**src/tml_pkg.sv**
```systemverilog
// ----------------------------------------------------------------------------
// tml_pkg: shared types and constants for the trimmed mean light level block
// Holds the controller/datapath command and status bundles and fixed widths.
// ----------------------------------------------------------------------------
package tml_pkg;

  localparam int RAW_W   = 8;
  localparam int LEVEL_W = 7;
  localparam int SUM_W   = 15;
  localparam int MIN_W   = 8;
  localparam int CNT_W   = 8;

  // divider runs one quotient bit per step over the whole dividend
  localparam int DIV_STEPS = SUM_W;
  localparam int STEP_W    = 4;

  localparam logic [RAW_W:0]   RAW_FULL     = 9'd256;
  localparam logic [CNT_W-1:0] MIN_WINDOW   = 8'd3;
  localparam logic [CNT_W-1:0] WINDOW_RESET = 8'd10;
  localparam logic [MIN_W-1:0] MIN_RESET    = 8'd255;
  localparam logic [MIN_W:0]   RAW_DIVISOR  = 9'd255;

  // commands from controller to datapath
  typedef struct packed {
    logic capture;     // latch raw sample
    logic calc_level;  // convert raw sample to level
    logic accumulate;  // fold level into sum, min, max
    logic div_load;    // load trimmed sum and divisor
    logic div_step;    // one restoring division step
    logic put;         // write result register, advance or clear window
  } tml_cmd_t;

  // status from datapath to controller
  typedef struct packed {
    logic window_done;  // this sample closes the window
    logic out_free;     // result register can take a new beat
  } tml_status_t;

endpackage

```
**src/tml_ctrl.sv**
```systemverilog
// ----------------------------------------------------------------------------
// tml_ctrl: sequencer for the trimmed mean light level block
// Steps each sample through level conversion, accumulation, the optional
// window-end division and the result write.
// ----------------------------------------------------------------------------
module tml_ctrl
  import tml_pkg::*;
(
  input  logic        clk,
  input  logic        rst,
  input  logic        in_valid,
  output logic        in_stall,
  input  tml_status_t status,
  output tml_cmd_t    cmd
);

  localparam logic [2:0] S_IDLE  = 3'd0;
  localparam logic [2:0] S_LEVEL = 3'd1;
  localparam logic [2:0] S_ACC   = 3'd2;
  localparam logic [2:0] S_DLOAD = 3'd3;
  localparam logic [2:0] S_DIV   = 3'd4;
  localparam logic [2:0] S_PUT   = 3'd5;

  localparam logic [STEP_W-1:0] LAST_STEP = STEP_W'(DIV_STEPS - 1);

  logic [2:0]        state;
  logic [2:0]        state_next;
  logic [STEP_W-1:0] step_count;
  logic [STEP_W-1:0] step_count_next;
  logic              accept;

  // input beat taken only while idle
  assign in_stall = (state != S_IDLE);
  assign accept   = in_valid && !in_stall;

  // next state and commands
  always_comb begin
    state_next      = state;
    step_count_next = step_count;
    cmd             = '0;
    unique case (state)
      S_IDLE: begin
        if (accept) begin
          cmd.capture = 1'b1;
          state_next  = S_LEVEL;
        end
      end
      S_LEVEL: begin
        cmd.calc_level = 1'b1;
        state_next     = S_ACC;
      end
      S_ACC: begin
        cmd.accumulate = 1'b1;
        state_next     = S_PUT;
        if (status.window_done) begin
          state_next = S_DLOAD;
        end
      end
      S_DLOAD: begin
        cmd.div_load    = 1'b1;
        step_count_next = '0;
        state_next      = S_DIV;
      end
      S_DIV: begin
        cmd.div_step    = 1'b1;
        step_count_next = step_count + 1'b1;
        if (step_count == LAST_STEP) begin
          state_next = S_PUT;
        end
      end
      S_PUT: begin
        if (status.out_free) begin
          cmd.put    = 1'b1;
          state_next = S_IDLE;
        end
      end
      default: begin
        state_next = S_IDLE;
      end
    endcase
  end

  // state registers
  always_ff @(posedge clk) begin
    if (rst) begin
      state      <= S_IDLE;
      step_count <= '0;
    end else begin
      state      <= state_next;
      step_count <= step_count_next;
    end
  end

endmodule

```
**src/tml_datapath.sv**
```systemverilog
// ----------------------------------------------------------------------------
// tml_datapath: level conversion, window statistics, divider, result register
// Converts raw samples to 0..100 levels, tracks sum/min/max over the window
// and divides the trimmed sum one bit per step.
// ----------------------------------------------------------------------------
module tml_datapath
  import tml_pkg::*;
(
  input  logic               clk,
  input  logic               rst,
  input  tml_cmd_t           cmd,
  output tml_status_t        status,
  input  logic               wr_en,
  input  logic [CNT_W-1:0]   wr_data,
  input  logic [RAW_W-1:0]   raw_sample,
  output logic               out_valid,
  input  logic               out_stall,
  output logic [LEVEL_W-1:0] sample_level,
  output logic               average_valid,
  output logic [LEVEL_W-1:0] average_level
);

  logic [CNT_W-1:0]   window_count;
  logic [CNT_W-1:0]   eff_count;
  logic [RAW_W-1:0]   raw_reg;
  logic [LEVEL_W-1:0] level;
  logic [LEVEL_W-1:0] level_calc;
  logic [SUM_W-1:0]   level_sum;
  logic [MIN_W-1:0]   level_min;
  logic [LEVEL_W-1:0] level_max;
  logic [CNT_W-1:0]   sample_index;
  logic [CNT_W:0]     taken;
  logic [RAW_W:0]     inv_raw;
  logic [SUM_W-1:0]   scaled;
  logic [LEVEL_W-1:0] q_est;
  logic [MIN_W:0]     q_rem;
  logic [SUM_W-1:0]   trimmed;
  logic [CNT_W-1:0]   divisor;
  logic [SUM_W-1:0]   div_quo;
  logic [CNT_W-1:0]   div_rem;
  logic [CNT_W:0]     trial;
  logic               trial_ge;

  // window count register
  always_ff @(posedge clk) begin
    if (rst) begin
      window_count <= WINDOW_RESET;
    end else if (wr_en) begin
      window_count <= wr_data;
    end
  end

  assign eff_count = (window_count < MIN_WINDOW) ? MIN_WINDOW : window_count;

  // window ends when the samples taken reach the effective count
  assign taken              = {1'b0, sample_index} + 1'b1;
  assign status.window_done = (taken >= {1'b0, eff_count});

  // level = floor((256 - raw) * 100 / 255): estimate by >> 8, then one fix-up
  assign inv_raw = RAW_FULL - {1'b0, raw_reg};
  assign scaled  = {inv_raw, 6'b0} + {1'b0, inv_raw, 5'b0} + {4'b0, inv_raw, 2'b0};
  assign q_est   = scaled[SUM_W-1:8];
  assign q_rem   = {1'b0, scaled[7:0]} + {2'b0, q_est};
  assign level_calc = (q_rem >= RAW_DIVISOR) ? (q_est + 1'b1) : q_est;

  // raw capture and level register
  always_ff @(posedge clk) begin
    if (cmd.capture) begin
      raw_reg <= raw_sample;
    end
    if (cmd.calc_level) begin
      level <= level_calc;
    end
  end

  // running window statistics
  always_ff @(posedge clk) begin
    if (rst) begin
      level_sum    <= '0;
      level_min    <= MIN_RESET;
      level_max    <= '0;
      sample_index <= '0;
    end else if (cmd.accumulate) begin
      level_sum <= level_sum + {{(SUM_W-LEVEL_W){1'b0}}, level};
      if ({1'b0, level} < level_min) begin
        level_min <= {1'b0, level};
      end
      if (level > level_max) begin
        level_max <= level;
      end
    end else if (cmd.put) begin
      if (status.window_done) begin
        level_sum    <= '0;
        level_min    <= MIN_RESET;
        level_max    <= '0;
        sample_index <= '0;
      end else begin
        sample_index <= taken[CNT_W-1:0];
      end
    end
  end

  // trimmed sum and divisor (samples taken less two)
  assign trimmed = level_sum - {{(SUM_W-MIN_W){1'b0}}, level_min}
                 - {{(SUM_W-LEVEL_W){1'b0}}, level_max};

  // restoring division step
  assign trial    = {div_rem, div_quo[SUM_W-1]};
  assign trial_ge = (trial >= {1'b0, divisor});

  always_ff @(posedge clk) begin
    if (cmd.div_load) begin
      div_quo <= trimmed;
      div_rem <= '0;
      divisor <= sample_index - 1'b1;
    end else if (cmd.div_step) begin
      div_quo <= {div_quo[SUM_W-2:0], trial_ge};
      if (trial_ge) begin
        div_rem <= CNT_W'(trial - {1'b0, divisor});
      end else begin
        div_rem <= trial[CNT_W-1:0];
      end
    end
  end

  // result register
  assign status.out_free = !out_valid || !out_stall;

  always_ff @(posedge clk) begin
    if (rst) begin
      out_valid <= 1'b0;
    end else if (cmd.put) begin
      out_valid <= 1'b1;
    end else if (!out_stall) begin
      out_valid <= 1'b0;
    end
  end

  always_ff @(posedge clk) begin
    if (cmd.put) begin
      sample_level  <= level;
      average_valid <= status.window_done;
      average_level <= status.window_done ? div_quo[LEVEL_W-1:0] : '0;
    end
  end

endmodule

```
**src/trimmed_mean_light_level.sv**
```systemverilog
// ----------------------------------------------------------------------------
// trimmed_mean_light_level: olympic trimmed mean of inverted light levels
// Converts each raw 8-bit sample to a 0..100 level and, at each window end,
// returns the window mean with its minimum and maximum dropped.
// ----------------------------------------------------------------------------
// Each raw sample beat yields one result beat carrying its level; the beat
// that closes a window also carries average_valid and the truncated trimmed
// mean. An ordinary sample steps through capture, level conversion,
// accumulate and result write; a window-closing sample also passes the
// load and 15 one-bit steps of the restoring divider before the write.
// The result register lets a new sample enter while the previous
// result is still stalled. window_count below 3 acts as 3, and a write
// takes effect from the next sample without clearing the running window.
module trimmed_mean_light_level
  import tml_pkg::*;
(
  input  logic               clk,
  input  logic               rst,
  input  logic               wr_en,
  input  logic [CNT_W-1:0]   wr_data,
  input  logic               in_valid,
  output logic               in_stall,
  input  logic [RAW_W-1:0]   raw_sample,
  output logic               out_valid,
  input  logic               out_stall,
  output logic [LEVEL_W-1:0] sample_level,
  output logic               average_valid,
  output logic [LEVEL_W-1:0] average_level
);

  tml_cmd_t    cmd;
  tml_status_t status;

  // sequencer
  tml_ctrl u_ctrl (
    .clk      (clk),
    .rst      (rst),
    .in_valid (in_valid),
    .in_stall (in_stall),
    .status   (status),
    .cmd      (cmd)
  );

  // arithmetic and storage
  tml_datapath u_datapath (
    .clk           (clk),
    .rst           (rst),
    .cmd           (cmd),
    .status        (status),
    .wr_en         (wr_en),
    .wr_data       (wr_data),
    .raw_sample    (raw_sample),
    .out_valid     (out_valid),
    .out_stall     (out_stall),
    .sample_level  (sample_level),
    .average_valid (average_valid),
    .average_level (average_level)
  );

endmodule

```
**config.mk**
```make
export PLATFORM = sky130hd
export DESIGN_NAME = trimmed_mean_light_level
export DESIGN_NICKNAME = d
export VERILOG_FILES = /design/src/tml_pkg.sv /design/src/tml_ctrl.sv /design/src/tml_datapath.sv /design/src/trimmed_mean_light_level.sv
export SDC_FILE = /design/constraint.sdc
export NUM_CORES = 1
export LEC_CHECK = 0
export ABC_CLOCK_PERIOD_IN_PS = 6100
export CORE_ASPECT_RATIO = 1.1
export CORE_MARGIN = 5
export CORE_UTILIZATION = 65
export CTS_CLUSTER_DIAMETER = 50
export DETAILED_ROUTE_END_ITERATION = 8
export DONT_BUFFER_PORTS = 1
export PLACE_DENSITY = 0.91
export SYNTH_ARGS = -nofsm -noshare
export SYNTH_HDL_FRONTEND = slang
export SYNTH_SLANG_ARGS = --single-unit
```
**constraint.sdc**
```tcl
create_clock -name clk -period 6.1 [get_ports clk]
set_input_delay 1.22 -clock clk [delete_from_list [all_inputs] [get_ports clk]]
set_output_delay 1.22 -clock clk [all_outputs]
set_load 0.03 [all_outputs]
```
* Yosys cells after proc, flatten, opt, wreduce, memory -nomap -nowiden *
Cells that the tools add are included.

storage, ports and cells
  bits in registers = 115
  bits of input ports = 21
  word-level logic and storage cells = 96

cells by class
  $add $sub $neg = 12
  order comparisons = 6
  equality and inequality tests = 12
  muxes and demuxes = 33
  bitwise operators = 1
  reductions and logical operators = 16

operators by type and width
  operator                                                            count
  two-way mux 15 bit                                                  5
  two-way mux 8 bit                                                   7
  two-way mux 7 bit                                                   5
  greater-or-equal comparator 9 x 8 -> 1 bit                          2
  one-hot mux 3 bit (6 select lines)                                  1
  adder 15 x 11 -> 15 bit                                             1
  adder 15 x 14 -> 15 bit                                             1
  adder 15 x 7 -> 15 bit                                              1
  subtractor 15 x 7 -> 15 bit                                         1
  subtractor 15 x 8 -> 15 bit                                         1
  two-way mux 3 bit                                                   4
  two-way mux 1 bit                                                   10
  inequality test 2 x 1 -> 1 bit (second input constant)              5
  adder 8 x 1 -> 9 bit (second input constant)                        1
  adder 8 x 7 -> 9 bit                                                1
  greater-or-equal comparator 9 x 8 -> 1 bit (second input constant)  1
  AND reduction 3 bit                                                 3
  subtractor 9 x 8 -> 9 bit (first input constant)                    1
  < comparator 7 x 8 -> 1 bit                                         1
  < comparator 8 x 2 -> 1 bit (second input constant)                 1
  one-hot mux 4 bit (2 select lines)                                  1
  nonzero test 2 bit                                                  4
  subtractor 8 x 1 -> 8 bit (second input constant)                   1
  subtractor 8 bit                                                    1
  15 further kinds                                                    20

* Logic depth before layout (Yosys ltp) *
  word-level depth = 6
  depth in mapped cells = 21

* Modules after synthesis *
A second synthesis with hierarchy kept.

second synthesis, totals
  cells, all modules = 801
  area, all modules = 7676.1 µm²

by module, submodules not included
  module        instances  cells each  area each (µm²)  sequential area each (µm²)
  tml_datapath  1          753         7236.9           2692.6
  tml_ctrl      1          48          439.2            140.1

* Worst setup path before layout *
OpenSTA, ideal clock, no wires.

  kind = flip-flop to flip-flop
  start point = register u_datapath.raw_reg[3]
  end point = register u_datapath.level[1] (data pin)
  library setup time = 0.260 ns
  arrival time = 4.815 ns
  data required time = 5.840 ns
  slack = 1.025 ns
  cell stages (with the launch flop) = 19
  path buffers = 0
  path through = edfxtp_1 or3_1 or3b_2 xnor2_1 fa_1 inv_1 ha_1 and3_1 a221o_1 nor2_2 xnor2_2 inv_1 fa_1 nand2b_1 o2bb2ai_1 xnor2_1 nand4_1 a2bb2oi_2 mux2_2

on the way
  word-level cells in the longest chain between the ends = 6

RTL lines
  what                                        RTL line            RTL
  start: declaration                          tml_datapath.sv:25  logic [RAW_W-1:0] raw_reg;
  start signal: assignment                    tml_datapath.sv:69  raw_reg <= raw_sample;
  subtractor 9 x 8 -> 9 bit *                 tml_datapath.sv:60  assign inv_raw = RAW_FULL - {1'b0, raw_reg};
  adder 15 x 14 -> 15 bit                     tml_datapath.sv:61  assign scaled = {inv_raw, 6'b0} + {1'b0, inv_raw, 5'b0} + {4'b0, inv_raw, 2'b0};
  adder 15 x 11 -> 15 bit *                   tml_datapath.sv:61
  adder 8 x 7 -> 9 bit                        tml_datapath.sv:63  assign q_rem = {1'b0, scaled[7:0]} + {2'b0, q_est};
  greater-or-equal comparator 9 x 8 -> 1 bit  tml_datapath.sv:64  assign level_calc = (q_rem >= RAW_DIVISOR) ? (q_est + 1'b1) : q_est;
  two-way mux 7 bit *                         tml_datapath.sv:64
  named net u_datapath.level_calc[1]          tml_datapath.sv:27  logic [LEVEL_W-1:0] level_calc;
  end signal: assignment                      tml_datapath.sv:72  level <= level_calc;
  end: declaration                            tml_datapath.sv:26  logic [LEVEL_W-1:0] level;

Mark *: on every way through the listed nets, which the timed path passes. The rest lies on a longest branch.
A chain may end at the register's enable or synchronous reset.

* Final worst setup path *
Same ends and word-level chain as after synthesis.

==> impl_metrics.csv <==
group,metric,value,unit
outcome,outcome,"complete, no violations",
power_and_ir_drop,p_leak,0.00358,µW
yosys,synth-async-reset-ratio,0,
grt,grt_pass1_vias,5925,
clock_network,cts_setup_buffers,0,
place,place_inst,888,
floorplan,die_h,121,µm
clock_network,htree_levels,4,
grt,grt_usage,0.259,
setup_path,r2r_slack,0.49,ns
grt,antenna_found_initial,0,
yosys,ys_seq_area_frac,0.386,
clock_network,clock_path_buffers,2,
setup_path,crit_type,"reg2reg",
yosys,synth-edff-count,53,
power_and_ir_drop,p_clk_frac,0.364,
cells_and_area,fillers,701,
setup_path,arrival,5.77,ns
setup_path,worstRegToRegCells,19,
yosys,synth_warnings,0,
sta,finalClockSkew,0.00631,ns
power_and_ir_drop,p_sw_frac,0.321,
clock_network,cts_sinks,115,
routing,post-route-drc-count,0,
power_and_ir_drop,power.density,356,nW/µm²
yosys,synth_cell_types,69,
sta,clock.fmax,178,MHz
setup_path,start_kind,"register",
grt,grt_pass1_wl,28000,µm
sta,setup_viol,0,
clock_network,cts_tree,"done",
floorplan,dieWidth,111,µm
cells_and_area,syn_to_final_growth,9.35,%
setup_path,worstPathMaxFanout,7,
routing,firstDrtPassIters,9,
power_and_ir_drop,p_comb_frac,0.307,
floorplan,core_area,11000,µm²
place,place_congestion,0.971,
sta,layout_min_cycle_time,5.61,ns
routing,final_antenna_net_count,0,
place,post-dp-hpwl,11800,µm
floorplan,io-pin-count,38,
clock_network,hold_buffers,0,
setup_path,crit_path_end_kind,"register",
clock_network,cts-root-buf,"clkbuf_16",
power_and_ir_drop,power_frac_seq,0.330,
sta,rsz0062_at_grt,"false",
sta,slew_viol_final,0,
grt,grt_max_degree,33,
cells_and_area,post-route-cell-area,8020,µm²
sta,hold_viol_final,0,
sta,holdWs,0.460,ns
yosys,synth_nets,865,
place,dpl_cell_area,7410,µm²
clock_network,cts_inserted_buffers,17,
power_and_ir_drop,ir_drop,303,µV
routing,vias_per_cell,6.25,
cells_and_area,drive_above_1_share,0.0737,
sta,fin_crit_sh,0.919,
yosys,avgSynthCellArea,9.68,µm²
routing,vias,5748,
clock_network,worstSkewPairLatency,0.42,ns
yosys,syn_area,7340,µm²
yosys,synth_ff_type,"dfxtp_1",
routing,wl_per_cell,18.3,µm
clock_network,cts.repair.resized,0,
job,maxCapViolations,0,
place,port-buffer-count,0,
cells_and_area,top_regs,"u_datapath.div_quo x15, u_datapath.level_sum x15",
clock_network,path_clk_slew,0.05,ns
setup_path,required,6.26,ns
routing,drt_iter0_drc,393,
power_and_ir_drop,p_sw,917,µW
power_and_ir_drop,power,2860,µW
sta,tns,0,ns
floorplan,dieArea,13500,µm²
routing,wirelength,16900,µm
yosys,synthCells,758,
power_and_ir_drop,internal_power,1940,µW
yosys,synth_seq_cells,115,
sta,tightest_slew,1.21,ns
floorplan,rows,40,
floorplan,start_util,0.666,
grt,grt_overflow_total,0,
hold_path,worstHoldPathCells,1,
cells_and_area,stdcell_count,920,
cells_and_area,final_nets,867,
cells_and_area,antenna_cells,0,
hold_path,hp-class,"reg2reg",
sta,slew_headroom,0.184,
==> cells in the final DEF, fill, tap and decap left out, types with 3 or more instances in the layout <==
master | Yosys | layout
nor2_1 | 55 | 55
a21o_1 | 18 | 18
nor2b_1 | 6 | 6
mux2_2 | 3 | 3
and3_1 | 5 | 5
nand4_1 | 11 | 11
bufinv_16 | 0 | 4
a31oi_1 | 3 | 3
nor3_1 | 11 | 11
clkinv_2 | 0 | 5
o21a_1 | 4 | 4
o221ai_1 | 3 | 3
clkbuf_16 | 0 | 17
o22a_1 | 7 | 7
nand2_2 | 3 | 3
nand2_1 | 66 | 66
and2_1 | 11 | 11
a211oi_1 | 4 | 4
dfxtp_1 | 62 | 62
nand2b_1 | 8 | 8
o31ai_1 | 9 | 9
o211ai_1 | 6 | 6
edfxtp_1 | 53 | 53
a22o_1 | 8 | 8
o21ai_0 | 39 | 39
xor2_1 | 36 | 36
or2_2 | 3 | 3
fa_1 | 13 | 13
o21bai_1 | 5 | 5
or3_1 | 3 | 3
mux2i_1 | 11 | 11
xnor2_1 | 32 | 32
a21oi_1 | 33 | 33
ha_1 | 73 | 73
nand3_1 | 22 | 22
inv_1 | 75 | 75
==> metal layers <==
layer  up-vias  part of all wire  GRT usage
met4         0             0.040      0.138
met2       230              0.52      0.470
met1      2770              0.38      0.282
met3        70             0.055     0.0574
met5         -                 0          0
li1       2678                 -          -
==> synthesized netlist by cell type, drive strengths merged, types with 3 or more instances <==
library cell / instances / area [µm²]
inv: 75 / 282
ha: 73 / 913
nand2: 69 / 267
dfxtp: 62 / 1240
nor2: 58 / 230
edfxtp: 53 / 1590
o21ai: 42 / 218
xor2: 36 / 315
a21oi: 34 / 181
xnor2: 33 / 297
nand3: 22 / 110
a21o: 19 / 144
fa: 13 / 260
and2: 12 / 77.6
mux2i: 11 / 110
nand4: 11 / 68.8
nor3: 11 / 55.1
buf: 9 / 83.8
o31ai: 9 / 67.6
a22o: 8 / 70.1
clkbuf: 8 / 30.0
nand2b: 8 / 50.1
nor2b: 7 / 51.3
o22a: 7 / 61.3
and3: 6 / 42.5
o211ai: 6 / 45.0
o21bai: 5 / 37.5
a211oi: 4 / 30.0
a31oi: 4 / 40.0
o21a: 4 / 30.0
a21boi: 3 / 26.3
mux2: 3 / 33.8
o221ai: 3 / 26.3
or2: 3 / 18.8
or3: 3 / 18.8
==> through the flow <==
stage	setup WS (ns)	util
global route	0.150	0.729
finish	0.495	0.729
CTS	0.520	0.729
floorplan	1.02	-
global placement	0.848	0.673
detailed placement	0.571	0.673
==> critical path, stage by stage (launching register included) <==
cell	delay (ns)
edfxtp_1	0.42
or3_1	0.45
nor3_1	0.24
xnor2_1	0.28
inv_1	0.12
fa_1	0.57
inv_1	0.08
fa_1	0.51
a21o_1	0.19
a21oi_1	0.17
xnor2_1	0.24
ha_1	0.25
inv_1	0.06
fa_1	0.40
nand2b_1	0.17
o2bb2ai_1	0.18
xnor2_1	0.19
nand4_1	0.13
a2bb2oi_2	0.34
mux2_2	0.38
==> cell type report <==
cell class	count	area, µm²	share of cell area
Clock buffer	18	429	0.0535
Inverter	75	282	0.0351
Sequential cell	115	2830	0.353
Tap cell	147	184	0.0229
Clock inverter	14	186	0.0232
Multi-Input combinational cell	551	4110	0.512
==> worst paths after layout <==
path	from	end
max reg2reg	u_datapath.raw_reg[3]$_DFFE_PP_	u_datapath.level[1]$_DFFE_PN_
max	u_datapath.raw_reg[3]$_DFFE_PP_	u_datapath.level[1]$_DFFE_PN_
min	u_datapath.level_min[6]$_SDFFE_PP1P_	u_datapath.level_min[6]$_SDFFE_PP1P_
min reg2reg	u_datapath.level_min[6]$_SDFFE_PP1P_	u_datapath.level_min[6]$_SDFFE_PP1P_
==> power groups by stage <==
stage	registers [µW]	logic (µW)	clock network [µW]
finish	941	876	1040
global route	946	972	1080
CTS	940	868	1040
detailed placement	954	853	0
global placement	950	789	0
floorplan	932	700	0
==> kinds of logic (layout without fill, tap and decap cells) <==
| kind of cell | count (synthesis) | after routing | share of synthesized area |
|---|---|---|---|
| AO/OA/AOI/OAI | 161 | 161 | 0.150 |
| XOR/XNOR | 69 | 69 | 0.0834 |
| adder cells (fa/ha/maj) | 86 | 86 | 0.160 |
| buffers and inverters | 92 | 107 | 0.0539 |
| flip-flops | 115 | 115 | 0.386 |
| multiplexers | 14 | 14 | 0.0196 |
| AND/OR/NAND/NOR | 221 | 221 | 0.147 |
Power figures use the tool's default switching activity.
